## config.mk

```make
export PLATFORM = sky130hd
export DESIGN_NAME = banked_memory_address_decoder
export DESIGN_NICKNAME = d
export VERILOG_FILES = /design/src/hdl/bmad_pkg.sv /design/src/hdl/banked_memory_address_decoder.sv
export SDC_FILE = /design/constraint.sdc
export NUM_CORES = 1
export LEC_CHECK = 0
export ABC_AREA = 1
export BUFFER_PORTS_ARGS = -buffer_cell sky130_fd_sc_hd__buf_2
export CORE_MARGIN = 1
export CORE_UTILIZATION = 59
export CTS_CLUSTER_SIZE = 28
export DETAILED_ROUTE_END_ITERATION = 8
export GPL_TIMING_DRIVEN = 1
export MAX_ROUTING_LAYER = met4
export PLACE_DENSITY = 0.8
export SLEW_MARGIN = 20
export SYNTH_ARGS = -nofsm -noshare
export SYNTH_HDL_FRONTEND = slang
export SYNTH_SLANG_ARGS = --single-unit
```

## constraint.sdc

```tcl
create_clock -name clk -period 2.2 [get_ports clk]
set_clock_uncertainty 0.15 [all_clocks]
set_input_delay 0.11 -clock clk [delete_from_list [all_inputs] [get_ports clk]]
set_output_delay 0.11 -clock clk [all_outputs]
set_load 0.02 [all_outputs]
```

## src/hdl/bmad_pkg.sv

```systemverilog
`default_nettype none
// ----------------------------------------------------------------------------
// bmad_pkg
// Shared constants and types of the banked memory address decoder: region
// codes, register indexes, video bank geometry and fixed map addresses.
// ----------------------------------------------------------------------------
package bmad_pkg;

  localparam int MAIN_RAM_BYTES_DEF = 4194304;

  localparam int ADDR_W   = 32;
  localparam int REGION_W = 5;
  localparam int OFFSET_W = 22;
  localparam int CFG_AW   = 6;
  localparam int CFG_DW   = 64;
  localparam int BANK_N   = 9;

  localparam logic [REGION_W-1:0] REG_NONE   = 5'd0;
  localparam logic [REGION_W-1:0] REG_ITCM   = 5'd1;
  localparam logic [REGION_W-1:0] REG_DTCM   = 5'd2;
  localparam logic [REGION_W-1:0] REG_MAIN   = 5'd3;
  localparam logic [REGION_W-1:0] REG_SHARED = 5'd4;
  localparam logic [REGION_W-1:0] REG_PAL_A  = 5'd5;
  localparam logic [REGION_W-1:0] REG_VRAM_A = 5'd7;
  localparam logic [REGION_W-1:0] REG_OAM_A  = 5'd16;
  localparam logic [REGION_W-1:0] REG_BIOS0  = 5'd18;
  localparam logic [REGION_W-1:0] REG_BIOS1  = 5'd19;
  localparam logic [REGION_W-1:0] REG_LOCAL  = 5'd20;

  localparam logic [2:0] CFG_VCTL_LO  = 3'd0;
  localparam logic [2:0] CFG_VCTL_HI  = 3'd1;
  localparam logic [2:0] CFG_SPLIT    = 3'd2;
  localparam logic [2:0] CFG_ITCM_ON  = 3'd3;
  localparam logic [2:0] CFG_ITCM_LIM = 3'd4;
  localparam logic [2:0] CFG_DTCM_ON  = 3'd5;
  localparam logic [2:0] CFG_DTCM_BASE = 3'd6;
  localparam logic [2:0] CFG_DTCM_LEN = 3'd7;

  localparam logic [1:0] SPLIT_ALL_MAIN = 2'd0;
  localparam logic [1:0] SPLIT_HI_MAIN  = 2'd1;
  localparam logic [1:0] SPLIT_LO_MAIN  = 2'd2;
  localparam logic [1:0] SPLIT_ALL_SUB  = 2'd3;

  localparam logic [ADDR_W-1:0] VRAM_BG_MAIN  = 32'h0600_0000;
  localparam logic [ADDR_W-1:0] VRAM_BG_SUB   = 32'h0620_0000;
  localparam logic [ADDR_W-1:0] VRAM_OBJ_MAIN = 32'h0640_0000;
  localparam logic [ADDR_W-1:0] VRAM_OBJ_SUB  = 32'h0660_0000;
  localparam logic [ADDR_W-1:0] VRAM_LCDC_A   = 32'h0680_0000;
  localparam logic [ADDR_W-1:0] VRAM_LCDC_B   = 32'h0682_0000;
  localparam logic [ADDR_W-1:0] VRAM_LCDC_C   = 32'h0684_0000;
  localparam logic [ADDR_W-1:0] VRAM_LCDC_D   = 32'h0686_0000;
  localparam logic [ADDR_W-1:0] VRAM_LCDC_E   = 32'h0688_0000;
  localparam logic [ADDR_W-1:0] VRAM_LCDC_F   = 32'h0689_0000;
  localparam logic [ADDR_W-1:0] VRAM_LCDC_G   = 32'h0689_4000;
  localparam logic [ADDR_W-1:0] VRAM_LCDC_H   = 32'h0689_8000;
  localparam logic [ADDR_W-1:0] VRAM_LCDC_I   = 32'h068A_0000;
  localparam logic [ADDR_W-1:0] VRAM_SUB_I    = 32'h0620_8000;

  localparam logic [7:0]  PAGE_MAIN   = 8'h02;
  localparam logic [7:0]  PAGE_SHARED = 8'h03;
  localparam logic [7:0]  PAGE_PAL    = 8'h05;
  localparam logic [7:0]  PAGE_VRAM   = 8'h06;
  localparam logic [7:0]  PAGE_OAM    = 8'h07;
  localparam logic [16:0] BIOS0_PAGE  = 17'h1FFFE;

  localparam int BANK_LOG [BANK_N] = '{17, 17, 17, 17, 16, 14, 14, 15, 14};

  localparam logic [16:0] BANK_OFS_MASK [BANK_N] = '{
    17'h1FFFF, 17'h1FFFF, 17'h1FFFF, 17'h1FFFF, 17'h0FFFF,
    17'h03FFF, 17'h03FFF, 17'h07FFF, 17'h03FFF
  };

  typedef struct packed {
    logic              en;
    logic [ADDR_W-1:0] base;
  } bank_cfg_t;

  typedef struct packed {
    logic              itcm;
    logic              dtcm;
    logic              main_rng;
    logic              shared_rng;
    logic              shared_lo;
    logic              pal_rng;
    logic              video_rng;
    logic              oam_rng;
    logic              bios0_rng;
    logic              bios1_rng;
    logic [BANK_N-1:0] bank;
  } dec_flags_t;

endpackage
`default_nettype wire

```

## src/hdl/banked_memory_address_decoder.sv

```systemverilog
`default_nettype none
// ----------------------------------------------------------------------------
// banked_memory_address_decoder
// Decodes one processor byte address per cycle into hit, region code and byte
// offset, for either processor map, with TCM windows, shared RAM split and
// nine programmable video banks.
// ----------------------------------------------------------------------------
// Accepts one address in every cycle: busy stays low. A transaction accepted
// at a clock edge shows its result, marked by out_strobe, for exactly one
// cycle after it passes the stage 2, 3, 4 and output registers. The depth
// of the pipeline is set by the main RAM offset reduction (address modulo
// MAIN_RAM_BYTES), done by a reciprocal multiply, a back multiply, a
// subtract and one correction, each behind its own register. Results leave
// at the rate addresses enter; the receiver cannot stall the block. Register
// writes apply to transactions accepted from the next cycle on.
module banked_memory_address_decoder #(
  parameter int MAIN_RAM_BYTES = bmad_pkg::MAIN_RAM_BYTES_DEF
) (
  input  wire logic                          clk,
  input  wire logic                          rst_n,

  input  wire logic                          start,
  output logic                               busy,
  input  wire logic                          in_which_cpu,
  input  wire logic [bmad_pkg::ADDR_W-1:0]   in_address,

  output logic                               out_strobe,
  output logic                               out_hit,
  output logic [bmad_pkg::REGION_W-1:0]      out_region,
  output logic [bmad_pkg::OFFSET_W-1:0]      out_offset,

  input  wire logic                          psel,
  input  wire logic                          penable,
  input  wire logic                          pwrite,
  input  wire logic [bmad_pkg::CFG_AW-1:0]   paddr,
  input  wire logic [bmad_pkg::CFG_DW-1:0]   pwdata,
  output logic [bmad_pkg::CFG_DW-1:0]        prdata,
  output logic                               pready
);
  import bmad_pkg::*;

  localparam int MOD_X_W   = 26;
  localparam int MOD_SHIFT = 42;
  localparam int MAIN_LOG  = $clog2(MAIN_RAM_BYTES);
  localparam int RECIP_W   = 43 - MAIN_LOG;
  localparam int Q_W       = 27 - MAIN_LOG;
  localparam int PROD_W    = MOD_X_W + RECIP_W;
  localparam int QN_W      = Q_W + MOD_X_W;
  localparam logic [63:0] RECIP_FULL = (64'd1 << MOD_SHIFT) / 64'(MAIN_RAM_BYTES);
  localparam logic [RECIP_W-1:0] MOD_RECIP = RECIP_W'(RECIP_FULL);
  localparam logic [MOD_X_W-1:0] MAIN_N    = MOD_X_W'(MAIN_RAM_BYTES);

  function automatic bank_cfg_t bank_decode(input logic [3:0] b, input logic [7:0] ctl);
    bank_cfg_t         r;
    logic [2:0]        m3;
    logic [1:0]        m2;
    logic [1:0]        ofs;
    logic [ADDR_W-1:0] ofs128;
    logic [ADDR_W-1:0] fg;
    m3     = ctl[2:0];
    m2     = ctl[1:0];
    ofs    = ctl[4:3];
    ofs128 = ADDR_W'(ofs) << 17;
    fg     = (ADDR_W'(ofs[0]) << 14) + (ADDR_W'(ofs[1]) << 16);
    r.en   = 1'b0;
    r.base = '0;
    case (b)
      4'd0, 4'd1: begin
        r.en = 1'b1;
        case (m2)
          2'd0:    r.base = (b == 4'd0) ? VRAM_LCDC_A : VRAM_LCDC_B;
          2'd1:    r.base = VRAM_BG_MAIN + ofs128;
          2'd2:    r.base = VRAM_OBJ_MAIN + (ADDR_W'(ofs[0]) << 17);
          default: r.en = 1'b0;
        endcase
      end
      4'd2, 4'd3: begin
        r.en = 1'b1;
        case (m3)
          3'd0:    r.base = (b == 4'd2) ? VRAM_LCDC_C : VRAM_LCDC_D;
          3'd1:    r.base = VRAM_BG_MAIN + ofs128;
          3'd4:    r.base = (b == 4'd2) ? VRAM_BG_SUB : VRAM_OBJ_SUB;
          default: r.en = 1'b0;
        endcase
      end
      4'd4: begin
        r.en = 1'b1;
        case (m3)
          3'd0:    r.base = VRAM_LCDC_E;
          3'd1:    r.base = VRAM_BG_MAIN;
          3'd2:    r.base = VRAM_OBJ_MAIN;
          default: r.en = 1'b0;
        endcase
      end
      4'd5, 4'd6: begin
        r.en = 1'b1;
        case (m3)
          3'd0:    r.base = (b == 4'd5) ? VRAM_LCDC_F : VRAM_LCDC_G;
          3'd1:    r.base = VRAM_BG_MAIN + fg;
          3'd2:    r.base = VRAM_OBJ_MAIN + fg;
          default: r.en = 1'b0;
        endcase
      end
      4'd7: begin
        r.en = 1'b1;
        case (m2)
          2'd0:    r.base = VRAM_LCDC_H;
          2'd1:    r.base = VRAM_BG_SUB;
          default: r.en = 1'b0;
        endcase
      end
      4'd8: begin
        r.en = 1'b1;
        case (m2)
          2'd0:    r.base = VRAM_LCDC_I;
          2'd1:    r.base = VRAM_SUB_I;
          2'd2:    r.base = VRAM_OBJ_SUB;
          default: r.en = 1'b0;
        endcase
      end
      default: r.en = 1'b0;
    endcase
    r.en = r.en & ctl[7];
    return r;
  endfunction

  // configuration registers
  logic [31:0] vctl_lo_r;
  logic [39:0] vctl_hi_r;
  logic [1:0]  split_r;
  logic        itcm_on_r;
  logic [31:0] itcm_limit_r;
  logic        dtcm_on_r;
  logic [31:0] dtcm_start_r;
  logic [31:0] dtcm_length_r;
  logic [32:0] dtcm_end_r;
  logic [32:0] dtcm_end_nxt;
  bank_cfg_t   bank_cfg_r   [BANK_N];
  bank_cfg_t   bank_cfg_nxt [BANK_N];

  logic       cfg_wr;
  logic [2:0] cfg_idx;

  assign pready  = 1'b1;
  assign cfg_idx = paddr[5:3];
  assign cfg_wr  = psel & penable & pwrite & pready;

  always_ff @(posedge clk) begin
    if (!rst_n) begin
      vctl_lo_r     <= '0;
      vctl_hi_r     <= '0;
      split_r       <= SPLIT_ALL_SUB;
      itcm_on_r     <= 1'b0;
      itcm_limit_r  <= '0;
      dtcm_on_r     <= 1'b0;
      dtcm_start_r  <= '0;
      dtcm_length_r <= '0;
    end else if (cfg_wr) begin
      unique case (cfg_idx)
        CFG_VCTL_LO:   vctl_lo_r     <= pwdata[31:0];
        CFG_VCTL_HI:   vctl_hi_r     <= pwdata[39:0];
        CFG_SPLIT:     split_r       <= pwdata[1:0];
        CFG_ITCM_ON:   itcm_on_r     <= pwdata[0];
        CFG_ITCM_LIM:  itcm_limit_r  <= pwdata[31:0];
        CFG_DTCM_ON:   dtcm_on_r     <= pwdata[0];
        CFG_DTCM_BASE: dtcm_start_r  <= pwdata[31:0];
        CFG_DTCM_LEN:  dtcm_length_r <= pwdata[31:0];
      endcase
    end
  end

  always_comb begin
    unique case (cfg_idx)
      CFG_VCTL_LO:   prdata = CFG_DW'(vctl_lo_r);
      CFG_VCTL_HI:   prdata = CFG_DW'(vctl_hi_r);
      CFG_SPLIT:     prdata = CFG_DW'(split_r);
      CFG_ITCM_ON:   prdata = CFG_DW'(itcm_on_r);
      CFG_ITCM_LIM:  prdata = CFG_DW'(itcm_limit_r);
      CFG_DTCM_ON:   prdata = CFG_DW'(dtcm_on_r);
      CFG_DTCM_BASE: prdata = CFG_DW'(dtcm_start_r);
      CFG_DTCM_LEN:  prdata = CFG_DW'(dtcm_length_r);
    endcase
  end

  // derived decode state, registered and refreshed in the cycle after a write
  assign dtcm_end_nxt = {1'b0, dtcm_start_r} + {1'b0, dtcm_length_r};

  for (genvar g = 0; g < BANK_N; g++) begin : g_bank_cfg
    if (g < 4) begin : g_lo
      assign bank_cfg_nxt[g] = bank_decode(4'(g), vctl_lo_r[8*g +: 8]);
    end else begin : g_hi
      assign bank_cfg_nxt[g] = bank_decode(4'(g), vctl_hi_r[8*(g-4) +: 8]);
    end
    always_ff @(posedge clk) begin
      if (!rst_n) begin
        bank_cfg_r[g] <= '0;
      end else begin
        bank_cfg_r[g] <= bank_cfg_nxt[g];
      end
    end
  end

  always_ff @(posedge clk) begin
    if (!rst_n) begin
      dtcm_end_r <= '0;
    end else begin
      dtcm_end_r <= dtcm_end_nxt;
    end
  end

  // stage 1: capture transaction
  logic              in_fire;
  logic              s1_vld_r;
  logic              s1_cpu_r;
  logic [ADDR_W-1:0] s1_addr_r;

  assign busy    = 1'b0;
  assign in_fire = start & ~busy;

  always_ff @(posedge clk) begin
    if (!rst_n) begin
      s1_vld_r <= 1'b0;
    end else begin
      s1_vld_r <= in_fire;
    end
  end

  always_ff @(posedge clk) begin
    s1_cpu_r  <= in_which_cpu;
    s1_addr_r <= in_address;
  end

  // stage 2: range compares, reciprocal multiply
  dec_flags_t        flags_nxt;
  logic [BANK_N-1:0] bank_hit;
  logic [PROD_W-1:0] prod_nxt;
  logic              s2_vld_r;
  logic              s2_cpu_r;
  logic [ADDR_W-1:0] s2_addr_r;
  dec_flags_t        s2_flags_r;
  logic [PROD_W-1:0] s2_prod_r;

  for (genvar g = 0; g < BANK_N; g++) begin : g_bank_hit
    localparam int L = BANK_LOG[g];
    assign bank_hit[g] = bank_cfg_r[g].en &
                         (s1_addr_r[ADDR_W-1:L] == bank_cfg_r[g].base[ADDR_W-1:L]);
  end

  always_comb begin
    flags_nxt.itcm       = itcm_on_r & (s1_addr_r < itcm_limit_r);
    flags_nxt.dtcm       = dtcm_on_r & (s1_addr_r >= dtcm_start_r) &
                           ({1'b0, s1_addr_r} < dtcm_end_r);
    flags_nxt.main_rng   = s1_addr_r[31:24] == PAGE_MAIN;
    flags_nxt.shared_rng = s1_addr_r[31:24] == PAGE_SHARED;
    flags_nxt.shared_lo  = (s1_addr_r[31:24] == PAGE_SHARED) & ~s1_addr_r[23];
    flags_nxt.pal_rng    = s1_addr_r[31:24] == PAGE_PAL;
    flags_nxt.video_rng  = (s1_addr_r[31:24] == PAGE_PAL) |
                           (s1_addr_r[31:24] == PAGE_VRAM) |
                           (s1_addr_r[31:24] == PAGE_OAM);
    flags_nxt.oam_rng    = s1_addr_r[31:24] == PAGE_OAM;
    flags_nxt.bios0_rng  = s1_addr_r[31:15] == BIOS0_PAGE;
    flags_nxt.bios1_rng  = s1_addr_r[31:14] == '0;
    flags_nxt.bank       = bank_hit;
  end

  assign prod_nxt = PROD_W'(s1_addr_r[MOD_X_W-1:0]) * PROD_W'(MOD_RECIP);

  always_ff @(posedge clk) begin
    if (!rst_n) begin
      s2_vld_r <= 1'b0;
    end else begin
      s2_vld_r <= s1_vld_r;
    end
  end

  always_ff @(posedge clk) begin
    s2_cpu_r   <= s1_cpu_r;
    s2_addr_r  <= s1_addr_r;
    s2_flags_r <= flags_nxt;
    s2_prod_r  <= prod_nxt;
  end

  // stage 3: priority select, back multiply
  logic [REGION_W-1:0] region_nxt;
  logic [OFFSET_W-1:0] off_nxt;
  logic [13:0]         dtcm_off;
  logic [14:0]         shared_off0;
  logic [14:0]         shared_off1;
  logic                bank_any;
  logic [REGION_W-1:0] bank_region;
  logic [16:0]         bank_off;
  logic [Q_W-1:0]      quot;
  logic [QN_W-1:0]     qn_full;
  logic                s3_vld_r;
  logic [REGION_W-1:0] s3_region_r;
  logic [OFFSET_W-1:0] s3_off_r;
  logic [MOD_X_W-1:0]  s3_x_r;
  logic [MOD_X_W-1:0]  s3_qn_r;

  assign dtcm_off = s2_addr_r[13:0] - dtcm_start_r[13:0];

  always_comb begin
    unique case (split_r)
      SPLIT_ALL_MAIN: shared_off0 = s2_addr_r[14:0];
      SPLIT_HI_MAIN:  shared_off0 = {1'b1, s2_addr_r[13:0]};
      SPLIT_LO_MAIN:  shared_off0 = {1'b0, s2_addr_r[13:0]};
      SPLIT_ALL_SUB:  shared_off0 = '0;
    endcase
    unique case (split_r)
      SPLIT_ALL_MAIN: shared_off1 = '0;
      SPLIT_HI_MAIN:  shared_off1 = {1'b0, s2_addr_r[13:0]};
      SPLIT_LO_MAIN:  shared_off1 = {1'b1, s2_addr_r[13:0]};
      SPLIT_ALL_SUB:  shared_off1 = s2_addr_r[14:0];
    endcase
  end

  always_comb begin
    bank_any    = 1'b0;
    bank_region = REG_NONE;
    bank_off    = '0;
    for (int b = BANK_N - 1; b >= 0; b--) begin
      if (s2_flags_r.bank[b]) begin
        bank_any    = 1'b1;
        bank_region = REG_VRAM_A + REGION_W'(b);
        bank_off    = s2_addr_r[16:0] & BANK_OFS_MASK[b];
      end
    end
  end

  always_comb begin
    region_nxt = REG_NONE;
    off_nxt    = '0;
    if (!s2_cpu_r) begin
      priority if (s2_flags_r.itcm) begin
        region_nxt = REG_ITCM;
        off_nxt    = OFFSET_W'(s2_addr_r[14:0]);
      end else if (s2_flags_r.dtcm) begin
        region_nxt = REG_DTCM;
        off_nxt    = OFFSET_W'(dtcm_off);
      end else if (s2_flags_r.main_rng) begin
        region_nxt = REG_MAIN;
      end else if (s2_flags_r.shared_rng && split_r != SPLIT_ALL_SUB) begin
        region_nxt = REG_SHARED;
        off_nxt    = OFFSET_W'(shared_off0);
      end else if (s2_flags_r.video_rng) begin
        priority if (s2_flags_r.pal_rng) begin
          region_nxt = REG_PAL_A + REGION_W'(s2_addr_r[10]);
          off_nxt    = OFFSET_W'(s2_addr_r[9:0]);
        end else if (bank_any) begin
          region_nxt = bank_region;
          off_nxt    = OFFSET_W'(bank_off);
        end else if (s2_flags_r.oam_rng) begin
          region_nxt = REG_OAM_A + REGION_W'(s2_addr_r[10]);
          off_nxt    = OFFSET_W'(s2_addr_r[9:0]);
        end
      end else if (s2_flags_r.bios0_rng) begin
        region_nxt = REG_BIOS0;
        off_nxt    = OFFSET_W'(s2_addr_r[14:0]);
      end
    end else begin
      priority if (s2_flags_r.bios1_rng) begin
        region_nxt = REG_BIOS1;
        off_nxt    = OFFSET_W'(s2_addr_r[13:0]);
      end else if (s2_flags_r.main_rng) begin
        region_nxt = REG_MAIN;
      end else if (s2_flags_r.shared_lo && split_r != SPLIT_ALL_MAIN) begin
        region_nxt = REG_SHARED;
        off_nxt    = OFFSET_W'(shared_off1);
      end else if (s2_flags_r.shared_rng) begin
        region_nxt = REG_LOCAL;
        off_nxt    = OFFSET_W'(s2_addr_r[15:0]);
      end
    end
  end

  assign quot    = s2_prod_r[MOD_SHIFT +: Q_W];
  assign qn_full = QN_W'(quot) * QN_W'(MAIN_N);

  always_ff @(posedge clk) begin
    if (!rst_n) begin
      s3_vld_r <= 1'b0;
    end else begin
      s3_vld_r <= s2_vld_r;
    end
  end

  always_ff @(posedge clk) begin
    s3_region_r <= region_nxt;
    s3_off_r    <= off_nxt;
    s3_x_r      <= s2_addr_r[MOD_X_W-1:0];
    s3_qn_r     <= qn_full[MOD_X_W-1:0];
  end

  // stage 4: partial remainder
  logic                s4_vld_r;
  logic [REGION_W-1:0] s4_region_r;
  logic [OFFSET_W-1:0] s4_off_r;
  logic [MOD_X_W-1:0]  s4_rem_r;

  always_ff @(posedge clk) begin
    if (!rst_n) begin
      s4_vld_r <= 1'b0;
    end else begin
      s4_vld_r <= s3_vld_r;
    end
  end

  always_ff @(posedge clk) begin
    s4_region_r <= s3_region_r;
    s4_off_r    <= s3_off_r;
    s4_rem_r    <= s3_x_r - s3_qn_r;
  end

  // output: remainder correction and final offset
  logic [MOD_X_W-1:0]  rem_fix;
  logic                out_strobe_r;
  logic                out_hit_r;
  logic [REGION_W-1:0] out_region_r;
  logic [OFFSET_W-1:0] out_offset_r;
  logic [OFFSET_W-1:0] out_offset_nxt;

  assign rem_fix        = (s4_rem_r >= MAIN_N) ? (s4_rem_r - MAIN_N) : s4_rem_r;
  assign out_offset_nxt = (s4_region_r == REG_MAIN) ? rem_fix[OFFSET_W-1:0] : s4_off_r;

  always_ff @(posedge clk) begin
    if (!rst_n) begin
      out_strobe_r <= 1'b0;
    end else begin
      out_strobe_r <= s4_vld_r;
    end
  end

  always_ff @(posedge clk) begin
    out_hit_r    <= s4_region_r != REG_NONE;
    out_region_r <= s4_region_r;
    out_offset_r <= out_offset_nxt;
  end

  assign out_strobe = out_strobe_r;
  assign out_hit    = out_hit_r;
  assign out_region = out_region_r;
  assign out_offset = out_offset_r;

endmodule
`default_nettype wire
```

==> summary.md, run 1 <==
| Metric | Value |
|---|---|
| Outcome | finished, violations left |
| Failing checks | setup timing |
| CTS tree | done |
| Slew Limit Fails | 0 |
| Post-synth top area cell | dfxtp_1 |
| Starting Density | 0.602 |
| Syn_area_per_cell | 7.66 sq um |
| Slew @ Worst Pin | 1.12 ns |
| Ys async rst share | 0 |
| Met3 WL | 5.34 mm |
| Critical path fanouts, max | 4 |
| Mapped Cells | 2641 |
| Critical path's largest stage delay | 0.58 ns |
| Cells along the critical path | ha_1 -> nand2_1 -> inv_1 -> o21ai_0 -> nand2_1 -> a211oi_1 -> nand2_1 -> a21oi_1 -> buf_4 |
| HP Class | in2reg |
| First-pass GRT wire length | 102 mm |
| Area of the multi-input gates | 9610 sq um |
| Slew margin rel. | 0.256 |
| Met2 routed wirelength | 31.2 mm |
| Worst setup path category | reg2reg |
| Post-synth cell types | 54 |
| Crit path DAT | 2.69 ns |
| Synth top area cells | dfxtp_1 45%, ha_1 8.8%, nand2_1 8.1%, a21oi_1 6.6%, nor2_1 6.3% |
| Cell Rows | 67 |
| Top Metal Used | met4 |
| M1 WL | 25.6 mm |
| Layout cells sized above 1 | 0.125 |
| Chip width | 187 um |
| Flop2flop setup slack | -0.11 ns |
| Core area | 33600 sq um |
| DIE HEIGHT | 187 um |
| Yosys reg bits | 451 |
| Worst Reg-to-Reg Cells | 9 |
| Sequential-to-total area share from yosys stat | 0.446 |
| Core Util, Final | 0.727 |
| Startpoint types | flip-flop |
| GP Congestion | 0.999 |
| Full die area | 35000 sq um |
| Final Hold Violating Endpoints | 0 |
| Clock period minus worst slack | 2.31 ns |
| Final Net Count | 3177 |
| Power per cell area | 745 nW/um^2 |
| Top-area cell type share of the netlist area | 0.446 |
| Clock buffer depth | 3 |
| Post-synth top flop | dfxtp_1 |
| Setup_tns | -0.114 ns |
| Clk_lat worst skew | 0.59 ns |
| H-tree depth | 2 |
| P_leak | 0.0111 uW |
| Fmax | 432 MHz |
| Worst path required time | 2.57 ns |
| FF-to-FF Start | s1_addr_r[25] |
| Vias in the first global route | 18700 |
| Hold slack | 0.0203 ns |
| Final-layout fill cell count | 2623 |
| # IOs | 204 |
| Avg WL per Cell | 19.5 um |
| Clk slew on worst S/H paths | 0.06 ns |
| Setup-failing EPs final | 1 |
| Critical path buffers and inverters | 2 |
| Placed Instance Area | 21700 sq um |
| Setup crit end | s2_flags_r[18] |
| Via count | 19300 |
| Post-Route WL | 66.6 mm |
| End of the worst register-to-register path | s2_flags_r[18] |
| FF/Latch Area | 9030 sq um |
| Max cap viols | 0 |
| Gr ovfl total | 0 |
| Area of the mapped netlist | 20200 sq um |
| CTS buffer count | 45 |
| Warnings, synthesis | 0 |
| Number of antenna violations at the first check in global routing | 3 |
| Initial DRC Count | 1690 |
| Final period util | 1.05 |
| Largest net degree at the start of global routing | 68 |
| EDFF count, synth | 0 |
| Worst path depth | 9 |
| Worst VDD drop | 0.000872 V |
| Via-per-instance ratio | 5.65 |
| Pwr Total | 18200 uW |
| GRT Util Overall | 0.386 |
| CTS Root Cell | clkbuf_16 |
| Final instance area | 24400 sq um |
| Router iterations before antenna repair | 6 |
| Slowest-stage cell, CP | dfxtp_1 |
| CP endpoint kind | flip-flop |
| Fin worst setup slack | -0.114 ns |
| HPWL Detailed | 47.8 mm |
| PortBufs | 150 |
| Crit. Startpoint | s1_addr_r[25] |
| Remaining DRCs | 0 |
| Hold depth | 2 |
| Remaining antenna violation count | 0 |
| Clock net sink count | 451 |
| Area Overhead vs Synth | 20.8% |
| Crit-path most repeated cell | nand2_1 |
| Delay-heaviest family, CP | compound AO/OA/AOI/OAI gates |
synthesized netlist by cell type (3+ instances only):
cell and instances:
buf_1 3, or2_2 3, o22ai_1 34, buf_4 26, buf_2 6, a2111oi_0 4
ha_1 143, inv_1 334, o211ai_1 14, a21oi_1 266, o21a_1 5, nand2_1 438
xor2_1 8, nor2_1 337, nand4_1 22, nor4_1 6, o21ai_0 247, clkbuf_1 69
a22oi_1 5, and2_1 3, xnor2_1 9, nand3_1 76, inv_2 6, o2111ai_1 3
a21o_1 5, mux2_2 17, o21bai_1 8, dfxtp_1 451, buf_6 4, a221oi_1 20
nand3b_1 5, nor3_1 36
how the worst min path moves through the flow:
| stage | start | end | slack (ns) |
|---|---|---|---|
| 6_report | in_address[1] | s1_addr_r[1] | 0.02 |
| 5_1_grt | in_address[16] | s1_addr_r[16] | 0.03 |
| 4_1_cts | in_address[9] | s1_addr_r[9] | 0.0002 |
| 3_5_place_dp | in_address[14] | s1_addr_r[14] | 0.06 |
| 3_3_place_gp | in_address[31] | s1_addr_r[31] | 0.06 |
| 2_1_floorplan | in_address[0] | s1_addr_r[0] | -0.01 |
sequential cells by signal, indices dropped and copies added, names as in the netlist, 2 cells and up:
register and count:
s1_addr_r 32, dtcm_length_r 32, itcm_limit_r 32, out_offset 22, s4_rem_r 22, dtcm_end_r 33, bank_cfg_r 50, vctl_lo_r 32
s2_flags_r 19, dtcm_start_r 32, s3_x_r 22, s3_off_r 17, s3_region_r 5, s2_addr_r 22, s4_off_r 17, out_region 5
s4_region_r 5, vctl_hi_r 40, split_r 2
cell type report:
type	count	share of cell area
Timing Repair Buffer	320	0.0962
Antenna cell	2	0.000205
Tap cell	448	0.0229
Clock buffer	57	0.0504
Inverter	342	0.0525
Multi-Input combinational cell	1763	0.393
Clock inverter	26	0.0147
Sequential cell	451	0.370
layer usage:
metal  vias up  global-route usage
met1      8793               0.445
met5         -                   -
li1       9193                   -
met2       988               0.633
met3       280              0.0591
met4         0               0.233
layout by cell type (no fill, tap or decap), drive strengths merged, types with 5 or more instances in the layout:
cell type / count
a21o: 5
a21oi: 266
a221oi: 20
a22oi: 5
buf: 218
bufinv: 7
clkbuf: 57
clkinv: 13
conb: 26
dfxtp: 451
dlygate4sd3: 102
ha: 143
inv: 344
mux2: 17
nand2: 440
nand3: 76
nand3b: 5
nand4: 22
nor2: 339
nor3: 37
nor4: 6
o211ai: 14
o21a: 5
o21ai: 248
o21bai: 8
o22ai: 34
xnor2: 9
xor2: 8
worst register-to-register path: cells and delay by family, from the launching register on:
family / cells / cell delay [ns]
and+or+nand+nor: 3 / 0.29
adders and majority gates: 1 / 0.34
DFF: 1 / 0.58
AOI/OAI and AO/OA: 3 / 0.67
buffers and inverters: 2 / 0.21
repair_timing:
action	in CTS	in global routing
resized for setup	1	46
endpoints found under the setup margin	1	29
hold endpoints to repair	231	0
pin swaps	0	5
buffers inserted	0	0
hold buffers	102	0
stage by stage:
step | setup WS, ns | std cells
floorplan | 0.231 | 2665
global placement | 0.0656 | 3222
detailed placement | 0.0322 | 3222
CTS | 0.00618 | 3407
global route | -0.139 | 3409
finish | -0.114 | 3409
where the power goes:
group          leakage (uW)  total, uW  switching (uW)  internal [uW]
combinational       0.00666       1390             853            540
sequential          0.00369       8540             177           8360
clock              0.000772       8280            3440           4840
total                0.0111      18200            4470          13700
logic make-up after synthesis:
logic type / Yosys count / share of synthesized area
AO/OA/AOI/OAI: 625 / 0.168
XOR/XNOR: 17 / 0.00736
adder cells (fa/ha/maj): 145 / 0.0905
buffers and inverters: 451 / 0.0905
flip-flops: 451 / 0.446
multiplexers: 17 / 0.00947
other: 2 / 0.000371
AND/OR/NAND/NOR: 933 / 0.187
No activity file was read; power rests on OpenSTA's default activity.
==> run 2, diff against run 1 <==
- ABC_AREA: 1 -> 0
==> run 2 against run 1 <==
  * The flow finishes with violations (hold timing, setup timing)
  * First-iteration DRC count rose by 25%
  * Synthesized cell count fell by 14%
  * Non-clock buffer count rose by 199
  * Clock-buffer cell count rose by 3
  * Critical path depth rose by 2
  * Sequential power barely moved
  * Maximum frequency fell by 10%
  * Worst setup slack got worse by 0.27 ns
==> summary.md, run 2 <==
| Metric | Value |
|---|---|
| Worst VDD drop | 0.000689 V |
| Clock net sink count | 451 |
| Clk_lat worst skew | 0.57 ns |
| Gr ovfl total | 0 |
| Hold slack | -0.00161 ns |
| HP Start | paddr[4] |
| Synth top area cells | dfxtp_1 46%, ha_1 9.0%, nand2_1 8.0%, a21oi_1 6.6%, inv_1 2.2% |
| Final Hold Violating Endpoints | 1 |
| RSZ-0062 raised after global routing | true |
| Layout cells sized above 1 | 0.258 |
| Final period util | 1.17 |
| Startpoint types | flip-flop |
| Full die area | 34300 sq um |
| CTS Root Cell | clkbuf_16 |
| Top-area cell type share of the netlist area | 0.455 |
| Clock share of power | 0.455 |
| Clock buffer depth | 3 |
| Outcome | finished, violations left |
| First-pass GRT wire length | 103 mm |
| FF/Latch Area | 9070 sq um |
| Worst setup path category | reg2reg |
| Sequential-to-total area share from yosys stat | 0.455 |
| Crit. Startpoint | dtcm_start_r[0] |
| Fin worst setup slack | -0.381 ns |
| Area Overhead vs Synth | 32.4% |
| Mapped Cells | 2264 |
| Flop2flop setup slack | -0.38 ns |
| Power per cell area | 710 nW/um^2 |
| DIE HEIGHT | 185 um |
| Slew margin rel. | 0.566 |
| Clock period minus worst slack | 2.58 ns |
| Failing checks | hold timing, setup timing |
| Core area | 32800 sq um |
| Area of the multi-input gates | 10600 sq um |
| Largest net degree at the start of global routing | 49 |
| Slew @ Worst Pin | 0.651 ns |
| Largest regs | bank_cfg_r (50), vctl_hi_r (40), dtcm_end_r (33) |
| # IOs | 204 |
| Final-layout fill cell count | 2089 |
| End of the worst register-to-register path | dtcm_end_r[26] |
| H-tree depth | 2 |
| Net Sw Power | 4470 uW |
| Post-synth top area cell | dfxtp_1 |
| Combinational share of power | 0.088 |
| Chip width | 185 um |
| Setup crit end | dtcm_end_r[26] |
| Worst path required time | 2.51 ns |
| Slew Limit Fails | 0 |
| Warnings, synthesis | 0 |
| Post-place setup slack | -0.496 ns |
| Via count | 19100 |
| Syn_area_per_cell | 8.76 sq um |
| Max reg flops | 50 |
| Setup-failing EPs final | 35 |
| Top-count cell post-synth | dfxtp_1 |
| Internal | 14200 uW |
| Critical path fanouts, max | 3 |
| Largest Register | bank_cfg_r |
| Reg power frac | 0.457 |
| Remaining DRCs | 0 |
| Initial DRC Count | 2116 |
| Fmax | 387 MHz |
| Max cap viols | 0 |
| CTS tree | done |
| Pwr Total | 18600 uW |
| Post-synth cell types | 84 |
| P_leak | 0.0107 uW |
| FF-to-FF Start | dtcm_start_r[0] |
| Post-Route WL | 68.5 mm |
| Number of antenna violations at the first check in global routing | 4 |
| HPWL Detailed | 45.4 mm |
| Crit path DAT | 2.89 ns |
| Worst Reg-to-Reg Cells | 11 |
| Remaining antenna violation count | 0 |
| Yosys reg bits | 451 |
| HP Class | in2reg |
| Most frequent cells in the layout | 420 x dfxtp_1, 415 x nand2_1, 267 x buf_4 |
| GP Congestion | 0.988 |
| Starting Density | 0.605 |
| Commonest non-fill, non-tap cell in the layout | dfxtp_1 |
| Cell Rows | 66 |
| GRT Util Overall | 0.404 |
| Final Net Count | 2975 |
| Clk slew on worst S/H paths | 0.07 ns |
| Post-synth top flop | dfxtp_1 |
| Router iterations before antenna repair | 6 |
| CP endpoint kind | flip-flop |
| Avg WL per Cell | 21.4 um |
| Ys async rst share | 0 |
| Top cells by count, synth | 451 x dfxtp_1, 423 x nand2_1, 262 x a21oi_1 |
| EDFF count, synth | 0 |
| PortBufs | 150 |
| Sw frac | 0.240 |
| Via-per-instance ratio | 5.96 |
| CTS buffer count | 46 |
| Vias in the first global route | 18700 |
| Area of the mapped netlist | 19800 sq um |
-- run 2: cell types whose count changed in the layout (fill, tap and decap cells not counted), sizes merged, moves of 28 or more --
cell / change
and2: +34
mux2i: +39
nor2: -242
o21ai: -171
nand3: -51
buf: +221
o22ai: -33
o21a: +28
inv: -223
-- run 2: timing repair --
item	4_1_cts	5_1_grt
pin swaps	73	39
endpoints found under the setup margin	40	48
gates resized for setup	103	71
cloned	1	0
hold buffers	80	1
hold endpoints to repair	214	1
setup buffers	14	10
-- run 2: worst min path at each step --
| stage | to | cells after the start |
|---|---|---|
| 6_report | dtcm_on_r | 5 |
| 5_1_grt | s1_addr_r[13] | 2 |
| 4_1_cts | s1_addr_r[2] | 2 |
| 3_5_place_dp | s1_addr_r[5] | 1 |
| 3_3_place_gp | s1_addr_r[26] | 1 |
| 2_1_floorplan | s1_addr_r[0] | 0 |
-- run 2: cell families (layout without fill, tap and decap cells) --
group	after synthesis	count (layout)	share of synthesized area
other	2	27	0.000379
flip-flops	451	451	0.455
XOR/XNOR	54	54	0.0238
multiplexers	57	57	0.0305
adder cells (fa/ha/maj)	146	146	0.0928
AO/OA/AOI/OAI	532	532	0.166
AND/OR/NAND/NOR	770	770	0.179
buffers and inverters	252	720	0.0527
-- run 2: per-layer routing --
| layer | GRT usage | vias up | routed length (um) | part of all wire |
|---|---|---|---|---|
| li1 | - | 8651 | - | - |
| met3 | 0.0908 | 293 | 7700 | 0.11 |
| met1 | 0.482 | 8910 | 26000 | 0.38 |
| met5 | - | - | 0 | 0 |
| met2 | 0.638 | 1199 | 31300 | 0.46 |
| met4 | 0.209 | 0 | 3490 | 0.051 |
-- run 2: area by class of cell --
type                       instances  share of cell area
sequential                       451               0.346
inverter                         118              0.0173
multi-input combinational       1585               0.405
timing repair buffer             519               0.149
antenna                            1           0.0000953
clock buffer                      60              0.0478
clock inverter                    23              0.0147
tap                              442              0.0211
-- run 2: critical path: stages, from the launching register on --
cell      delay [ns]
dfxtp_4         0.36
ha_4            0.14
inv_2           0.04
fa_2            0.36
nand2b_4        0.16
a21oi_4         0.25
o311ai_4        0.13
a21oi_2         0.30
or2_4           0.20
o31a_1          0.16
a31oi_1         0.10
mux2i_1         0.12
-- run 2: stage by stage --
stage | area (sq um) | TNS, ns | cells | util
after detailed placement | 23000 | -7.34 | 3014 | 0.702
final | 26300 | -5.72 | 3199 | 0.801
after global placement | 23000 | -6.00 | 3014 | 0.702
after global routing | 26300 | -7.91 | 3199 | 0.801
after CTS | 26000 | -4.23 | 3191 | 0.792
after floorplan | 20200 | -1.53 | 2288 | -
-- run 2: power by group through the flow --
stage	combinational, uW	clock, uW	sequential, uW
global placement	1310	0	8670
finish	1650	8480	8510
global route	1740	8860	8520
CTS	1540	8480	8500
floorplan	762	0	8660
detailed placement	1350	0	8670
